## src/design/rht_pkg.sv

```systemverilog
// Shared types and constants for the reference-counted hash table.
// No dependencies; used by every module of the block.
`default_nettype none

package rht_pkg;

    localparam int BUCKETS    = 29;
    localparam int ENTRIES    = 256;
    localparam int COUNT_W    = 16;
    localparam int KEY_W      = 32;

    localparam int IDX_W      = $clog2(ENTRIES);
    localparam int LINK_W     = IDX_W + 1;
    localparam int BKT_W      = $clog2(BUCKETS);
    localparam int REM_W      = BKT_W + 1;

    // Reciprocal for key % BUCKETS: quotient estimate is low by at most one.
    localparam int unsigned RECIP_SHIFT = $clog2(BUCKETS) - 1;
    localparam logic [KEY_W-1:0] BKT_RECIP =
        KEY_W'((64'd1 << (KEY_W + RECIP_SHIFT)) / BUCKETS);

    localparam logic [LINK_W-1:0] LINK_NULL = LINK_W'(ENTRIES);
    localparam logic [IDX_W-1:0]  IDX_LAST  = IDX_W'(ENTRIES - 1);
    localparam logic [COUNT_W-1:0] COUNT_MAX = '1;

    typedef enum logic [1:0] {
        KIND_ALLOC = 2'd0,
        KIND_REF   = 2'd1,
        KIND_FIND  = 2'd2,
        KIND_UNREF = 2'd3
    } kind_t;

    typedef enum logic [2:0] {
        ST_OK        = 3'd0,
        ST_NOT_FOUND = 3'd1,
        ST_FULL      = 3'd2,
        ST_FREED     = 3'd3,
        ST_BAD       = 3'd4
    } status_t;

    typedef struct packed {
        logic [KEY_W-1:0]   key;
        logic [COUNT_W-1:0] count;
        logic [LINK_W-1:0]  next;
    } entry_word_t;

endpackage

`default_nettype wire

```

## src/design/rht_bucket.sv

```systemverilog
// Bucket index unit: key % BUCKETS in two registered stages.
// Depends on rht_pkg (reciprocal constant and widths).
`default_nettype none

module rht_bucket (
    input  logic                       clk,
    input  logic                       rst_n,
    input  logic                       start,
    input  logic [rht_pkg::KEY_W-1:0]  key,
    output logic                       done,
    output logic [rht_pkg::BKT_W-1:0]  bucket
);
    import rht_pkg::*;

    logic [2*KEY_W-1:0] prod_reg;
    logic [REM_W-1:0]   key_low_reg;
    logic [REM_W-1:0]   q_low;
    logic [REM_W-1:0]   rem;
    logic [BKT_W-1:0]   bucket_next;
    logic [BKT_W-1:0]   bucket_reg;
    logic               stage1_reg;
    logic               stage2_reg;

    // Remainder is below twice BUCKETS, so the low bits suffice.
    assign q_low       = prod_reg[KEY_W + RECIP_SHIFT +: REM_W];
    assign rem         = key_low_reg - REM_W'(q_low * BUCKETS);
    assign bucket_next = (rem >= REM_W'(BUCKETS)) ? BKT_W'(rem - REM_W'(BUCKETS))
                                                  : BKT_W'(rem);

    always_ff @(posedge clk or negedge rst_n)
    begin
        if (!rst_n)
        begin
            stage1_reg <= 1'b0;
            stage2_reg <= 1'b0;
        end
        else
        begin
            stage1_reg <= start;
            stage2_reg <= stage1_reg;
        end
    end

    always_ff @(posedge clk)
    begin
        prod_reg    <= (2*KEY_W)'(key) * (2*KEY_W)'(BKT_RECIP);
        key_low_reg <= key[REM_W-1:0];
        bucket_reg  <= bucket_next;
    end

    assign done   = stage2_reg;
    assign bucket = bucket_reg;

endmodule

`default_nettype wire

```

## config.mk

```make
export PLATFORM = sky130hd
export DESIGN_NAME = rht_bucket
export DESIGN_NICKNAME = d
export VERILOG_FILES = /design/src/design/rht_pkg.sv /design/src/design/rht_bucket.sv
export SDC_FILE = /design/constraint.sdc
export NUM_CORES = 1
export LEC_CHECK = 0
export ABC_AREA = 1
export BUFFER_PORTS_ARGS = -buffer_cell sky130_fd_sc_hd__buf_2
export CORE_ASPECT_RATIO = 1.75
export CORE_MARGIN = 1.5
export CORE_UTILIZATION = 38
export CTS_BUF_LIST = sky130_fd_sc_hd__clkbuf_4 sky130_fd_sc_hd__clkbuf_8 sky130_fd_sc_hd__clkbuf_16
export CTS_CLUSTER_SIZE = 8
export DETAILED_ROUTE_END_ITERATION = 7
export GPL_ROUTABILITY_DRIVEN = 0
export SLEW_MARGIN = 20
export SYNTH_ARGS = -nofsm -noshare
export SYNTH_HDL_FRONTEND = slang
export SYNTH_SLANG_ARGS = --single-unit
export TNS_END_PERCENT = 10
```

## constraint.sdc

```tcl
create_clock -name clk -period 4.05 [get_ports clk]
set_input_delay 0.2025 -clock clk [delete_from_list [all_inputs] [get_ports clk]]
set_output_delay 0.2025 -clock clk [all_outputs]
set_load 0.1 [all_outputs]
```

# After elaboration in Yosys (flattened, before gate mapping)
# Index checks and enable logic that the tools add are counted.
[word_totals]
inputBits = 35
latchBits = 0
output_inout_bits = 6
mem_bits_rw = 0
ff_bits = 52
memories = 0
romBits = 0
[op_classes]
n_reduce_logical = 0
n_lt_le_gt_ge = 1
mul = 2
shifts = 0
n_addsub = 2
n_eq_ne = 0
n_bitwise = 0
n_mux = 1
div_mod_pow = 0
[ops]
columns = ["op", "count"]
rows = [
  ["$mul 32x29->39 const B", 1],
  ["$ge 6x5->1 const B", 1],
  ["$mul 6x5->6 const B", 1],
  ["$sub 6x6->6", 1],
  ["$mux 5", 1],
  ["$sub 5x5->5 const B", 1],
]

# Longest topological paths before layout
# Gate-level depths: netlist of run 1.
[logic_depth]
depth_word = 4
depth_mapped = 30
mapped_depth_nobuf = 30

# Worst setup path before layout of run 1
# OpenSTA, ideal clock, no wires.
[synth_timing]
path_kind = "in2reg"
startpoint = "input key[20] (netlist bit)"
endpoint = "register prod_reg[40]"
cell_stages = 23
setup_slack_ns = -1.775
arrival_time_ns = 5.713
n_path_buf = 0
setup_ns = 0.112
path_cell_list = "inv_1 > fa_1 > fa_1 > inv_1 > fa_1 > fa_1 > fa_1 > inv_1 > fa_1 > inv_1 > fa_1 > inv_1 > fa_1 > inv_1 > ha_1 > a21oi_1 > nand2_1 > a21oi_2 > o211ai_2 > a21oi_1 > nand2_1 > nand2_1 > nand2_1"
[synth_between]
elab_chain_len = 1
[synth_lines]
columns = ["element", "line", "rtl"]
rows = [
  ["start: declaration", "rht_bucket.sv:9", "input logic [rht_pkg::KEY_W-1:0] key,"],
  ["$mul 32x29->39", "rht_bucket.sv:46", "prod_reg <= (2*KEY_W)'(key) * (2*KEY_W)'(BKT_RECIP);"],
  ["end signal: assignment", "rht_bucket.sv:46", ""],
  ["end: declaration", "rht_bucket.sv:15", "logic [2*KEY_W-1:0] prod_reg;"],
]
# Every way passes these cells.

# Worst setup path after layout of run 1
[layout_timing]
startpoint = "input key[17] (netlist bit)"
endpoint = "register prod_reg[40]"
# The elaborated chain is that of the path after synthesis.

==> flow_metrics.tcl, run 1 <==
set metrics [dict create \
    grt_pass1_wl_um 57400 \
    diodes 0 \
    startpoint "key[17]" \
    status "finished, violations left" \
    ys_types 38 \
    cts.path.max_buffers 2 \
    finalClockSkew_ns 0.00322 \
    mostFrequentLayoutCells "inv_1, fa_1, ha_1" \
    clock_latency_ns 0.25 \
    synthCells 1391 \
    layout_commonest_cell "inv_1" \
    grt_pass1_vias 11100 \
    wl_um 35600 \
    r2r_slack_ns 0.66 \
    row_count 88 \
    hold_viol_final 0 \
    end_kind "register" \
    final.setup.worst_slack_ns -1.70 \
    crit_path_end "prod_reg[40]" \
    layout.nets 2199 \
    grt_max_degree 13 \
    ys.flop_type "dfxtp_1" \
    r2r-start "prod_reg[36]" \
    post-place-ws_ns -2.14 \
    htree_levels 1 \
    final.min_clock_period_ns 5.75 \
    start_util 0.387 \
    tightest_slew_ns 0.492 \
    synthesis.nets 1967 \
    cts_tree "built" \
    worstSetupPathType "input port to register" \
    synth_sequential_area_ratio 0.0305 \
    dp_hpwl_um 33500 \
    hp-class "input port to register" \
    ys_warn_count 0 \
    gr-total-overflow 0 \
    worst_ep_required_time_ns 4.20 \
    vias 9490 \
    yosys_register_bits 19 \
    failed_checks "negative setup slack" \
    drive_above_1_share 0.200 \
    vias_per_cell 4.58 \
    die-height_um 246 \
    rr_endpoint "bucket[0]" \
    syn_area_um2 12800 \
    drt_iter0_drc 259 \
    maxSlewViolCount 0 \
    die-area_um2 34900 \
    reg2regPathDepth 13 \
    cp_max_fo 4 \
    fillers 3171 \
    antenna_found_initial 0 \
    fp.coreArea_um2 33100 \
    grtUsageTotal 0.222 \
    async_flop_share 0.105 \
    maxCapViolations 0 \
    rsz0062_at_grt "yes" \
    start_kind "input port" \
    setup_violations 6 \
    drt_first_pass_iters 4 \
    synth_edf_count 0 \
    io_pins 41 \
    clockRootBuffer "clkbuf_16" \
    drt-wirelength-per-cell_um 17.2 \
    slew_headroom 0.674 \
    dieWidth_um 142 \
    max_freq_mhz 174 \
    clock_sinks 19 \
    worstPathArrival_ns 5.90 \
    synthToLayoutAreaGrowth_pct 21.3 \
    detail-route-antenna-nets 0 \
    fin_crit_sh 1.42 \
    numCtsBuffers 3 \
    synth.avg_cell_area_um2 9.22 \
    path_clk_slew_ns 0.06 \
    port_buffers 40 \
    drcViolationCount 0 \
]
[how the worst min path moves through the flow]
stage	startpoint	end	slack, ns	cells past startpoint
detailed placement	rst_n	done	-0.01	1
floorplan	rst_n	done	-0.09	0
global route	start	stage1_reg	0.07	1
CTS	start	stage1_reg	0.06	1
global placement	rst_n	stage1_reg	-0.01	1
finish	start	stage1_reg	0.06	1
[layer usage]
metal | vias up | global-route usage | routed length, µm
met4 | 0 | 0.147 | 3080
met2 | 181 | 0.466 | 21000
met5 | - | 0 | 0
met3 | 101 | 0.0121 | 637
li1 | 4485 | - | -
met1 | 4723 | 0.196 | 10900
[layout make-up]
type | count | area [µm²] | share of cell area
clock buffers | 3 | 75.1 | 0.00483
clock inverters | 1 | 7.51 | 0.000483
inverters | 498 | 1910 | 0.123
multi-input cells | 874 | 11000 | 0.704
flip-flops and latches | 19 | 390 | 0.0251
well taps | 450 | 563 | 0.0362
repair buffers | 227 | 1650 | 0.106
[critical path, stage by stage]
cell,delay (ns)
buf_2,0.11
clkinvlp_4,0.13
buf_12,0.15
fa_1,0.48
inv_1,0.06
fa_2,0.54
inv_1,0.06
fa_2,0.52
fa_1,0.43
fa_1,0.50
inv_1,0.06
fa_2,0.45
fa_1,0.51
inv_1,0.06
fa_1,0.47
inv_1,0.06
ha_4,0.29
nand2_2,0.07
nor2_4,0.14
nand4_4,0.14
o211ai_4,0.22
a21oi_2,0.08
nand3_1,0.09
nand2_1,0.05
[cells by family (layout without fill, tap and decap cells)]
logic type	after synthesis	in the layout	synth area share
fa+ha+maj	541	541	0.697
buf+inv	498	729	0.146
simple gates	250	250	0.0841
compound gates	66	66	0.0313
flops	19	19	0.0305
xor+xnor	17	17	0.0116
[synthesized netlist by cell type (2+ instances only)]
cell type  instances  share of area
nand4_1            2        0.00098
o21ai_0            7         0.0027
nand3b_1           5         0.0029
a21oi_1           35          0.014
nor4_1             4         0.0020
nor2_2             2        0.00098
nand2_1          161          0.047
nor2_1            25         0.0073
nand2_4            2         0.0018
fa_1             288           0.45
o21bai_1           4         0.0023
nand3_1           35          0.014
o21ai_1            4         0.0016
xnor2_1            8         0.0055
xor2_1             9         0.0061
o211ai_1           3         0.0018
dfxtp_1           17          0.027
inv_2              2        0.00059
inv_1            496           0.15
a21o_1             4         0.0023
nor3_1             6         0.0023
ha_1             253           0.25
or2_1              3         0.0015
dfrtp_1            2         0.0039
[per-stage QoR]
| stage | utilization | cell area [µm²] | setup TNS, ns | cells | hold slack (ns) |
|---|---|---|---|---|---|
| global placement | 0.453 | 15000 | -12.20 | 2054 | -0.0136 |
| finish | 0.469 | 15500 | -9.98 | 2072 | 0.0570 |
| floorplan | - | 13000 | -9.33 | 1391 | -0.0931 |
| detailed placement | 0.453 | 15000 | -12.66 | 2054 | -0.0118 |
| global route | 0.469 | 15500 | -11.40 | 2072 | 0.0688 |
| CTS | 0.465 | 15400 | -10.04 | 2067 | 0.0556 |
[what timing repair did]
action,4_1_cts,5_1_grt
setup buffers,8,5
endpoints found under the setup margin,6,6
endpoints found under the hold margin,2,0
pin swaps,47,17
gates cloned,0,0
hold buffers,1,0
resized for setup,53,21
Power of run 1 is left out: the tool's default activity adds up to more than one toggle a clock period on the data nets, which glitch-free logic cannot reach.
==> run 2: changes to the inputs <==
--- a/config.mk
+++ b/config.mk
@@ -7,6 +7,8 @@
 export LEC_CHECK = 0
 export ABC_AREA = 1
 export BUFFER_PORTS_ARGS = -buffer_cell sky130_fd_sc_hd__buf_2
+export CELL_PAD_IN_SITES_DETAIL_PLACEMENT = 0
+export CELL_PAD_IN_SITES_GLOBAL_PLACEMENT = 1
 export CORE_ASPECT_RATIO = 1.75
 export CORE_MARGIN = 1.5
 export CORE_UTILIZATION = 38
@@ -14,6 +16,7 @@
 export CTS_CLUSTER_SIZE = 8
 export DETAILED_ROUTE_END_ITERATION = 7
 export GPL_ROUTABILITY_DRIVEN = 0
+export PLACE_DENSITY_LB_ADDON = 0.1
 export SLEW_MARGIN = 20
 export SYNTH_ARGS = -nofsm -noshare
 export SYNTH_HDL_FRONTEND = slang
==> run 2 against run 1 <==
The run still ends with negative setup slack left; utilization about the same; clock-buffer cell count increased by 1; global-route usage increased by 1.7 points; first-iteration DRC count decreased by 39%; design area about the same; flip-flop and latch count unchanged; die area unchanged; critical path depth decreased by 1; maximum frequency decreased by 0.84%; cell count increased by 0.82%; clock skew increased by 0.0036 ns; sequential share of layout area about the same; critical endpoint unchanged.
==> flow_metrics.tcl, run 2 (synthesized netlist as in run 1, its figures left out) <==
set metrics [dict create \
    final_area_um2 15600 \
    fillers 3253 \
    vias_per_cell 4.47 \
    vias 9333 \
    cts_tree "built" \
    grt_pass1_wl_um 60200 \
    drt-wirelength-per-cell_um 18.4 \
    r2r_slack_ns 0.68 \
    cts.path.max_buffers 2 \
    maxCapViolations 0 \
    drt_first_pass_iters 4 \
    drive_above_1_share 0.196 \
    htree_levels 1 \
    port_buffers 40 \
    cp_max_fo 5 \
    layout_commonest_cell "inv_1" \
    worstPathArrival_ns 5.95 \
    path_clk_slew_ns 0.06 \
    gr-total-overflow 0 \
    hold_viol_final 0 \
    worst_ep_required_time_ns 4.21 \
    dp_hpwl_um 36500 \
    drcViolationCount 0 \
    io_pins 41 \
    worstSetupPathType "input port to register" \
    antenna_found_initial 0 \
    fin_crit_sh 1.43 \
    mostFrequentLayoutCells "inv_1, fa_1, ha_1" \
    fp.coreArea_um2 33100 \
    start_kind "input port" \
    row_count 88 \
    failed_checks "negative setup slack" \
    setup_violations 6 \
    end_kind "register" \
    numCtsBuffers 3 \
    drt_iter0_drc 159 \
    placed_area_um2 15200 \
    maxSlewViolCount 0 \
    clock_latency_ns 0.26 \
    wl_um 38400 \
    rsz0062_at_grt "yes" \
    final.min_clock_period_ns 5.80 \
    status "finished, violations left" \
    layout.nets 2216 \
    synthToLayoutAreaGrowth_pct 21.4 \
    grt_max_degree 11 \
    tightest_slew_ns 0.485 \
    final.setup.worst_slack_ns -1.75 \
    diodes 0 \
    finalClockSkew_ns 0.00678 \
    clockRootBuffer "clkbuf_16" \
    start_util 0.387 \
    detail-route-antenna-nets 0 \
    hp-class "input port to register" \
    slew_headroom 0.679 \
    hold_slack_ns 0.0545 \
    die-height_um 246 \
    dieWidth_um 142 \
    grtUsageTotal 0.240 \
    grt_pass1_vias 11100 \
    die-area_um2 34900 \
    clock_sinks 19 \
    max_freq_mhz 172 \
]
==> run 2: worst paths after layout <==
path	end	cells past startpoint	from
max	prod_reg[40]	23	key[15]
min	stage1_reg	1	start
max reg2reg	bucket[4]	13	prod_reg[36]
min reg2reg	done	0	stage1_reg
max in group asynchronous	done	2	rst_n
min in group asynchronous	stage1_reg	2	rst_n
==> run 2: cell type report <==
type | count | area, µm² | area share
Timing Repair Buffer | 244 | 1760 | 0.113
Tap cell | 450 | 563 | 0.0362
Clock buffer | 4 | 82.6 | 0.00531
Sequential cell | 19 | 390 | 0.0251
Multi-Input combinational cell | 874 | 10900 | 0.698
Inverter | 498 | 1900 | 0.122
==> run 2: metrics by stage <==
stage,setup WS (ns),setup TNS [ns],util,cells
final,-1.75,-10.36,0.470,2089
after global routing,-1.96,-11.67,0.470,2089
after CTS,-1.76,-10.43,0.468,2087
after detailed placement,-2.26,-13.34,0.458,2074
after global placement,-2.18,-12.87,0.458,2074
after floorplan,-1.58,-9.33,-,1391
==> run 2: critical path, stage by stage <==
cell,delay (ns)
buf_2,0.17
inv_1,0.17
fa_1,0.53
inv_1,0.05
fa_1,0.53
inv_1,0.06
fa_1,0.46
fa_1,0.51
inv_1,0.05
fa_1,0.45
fa_1,0.45
fa_1,0.54
inv_1,0.06
fa_1,0.47
inv_1,0.06
ha_4,0.27
nand2_1,0.10
nor2_4,0.17
nand4_4,0.16
o211ai_4,0.25
a21oi_2,0.08
nand3_1,0.09
nand2_1,0.05
==> run 2: repair_timing <==
item | 4_1_cts | 5_1_grt
gates resized for setup | 42 | 7
hold endpoints to repair | 2 | 0
pin swaps | 17 | 0
setup endpoints to repair | 6 | 6
hold buffers | 1 | 0
setup buffers | 8 | 2
==> run 2: layer usage <==
metal,GRT usage,vias up,share of wire
li1,-,4514,-
met1,0.211,4592,0.30
met2,0.504,143,0.59
met3,0.0122,84,0.019
met4,0.156,0,0.084
met5,0,-,0
Power of run 2 is left out for the same reason.
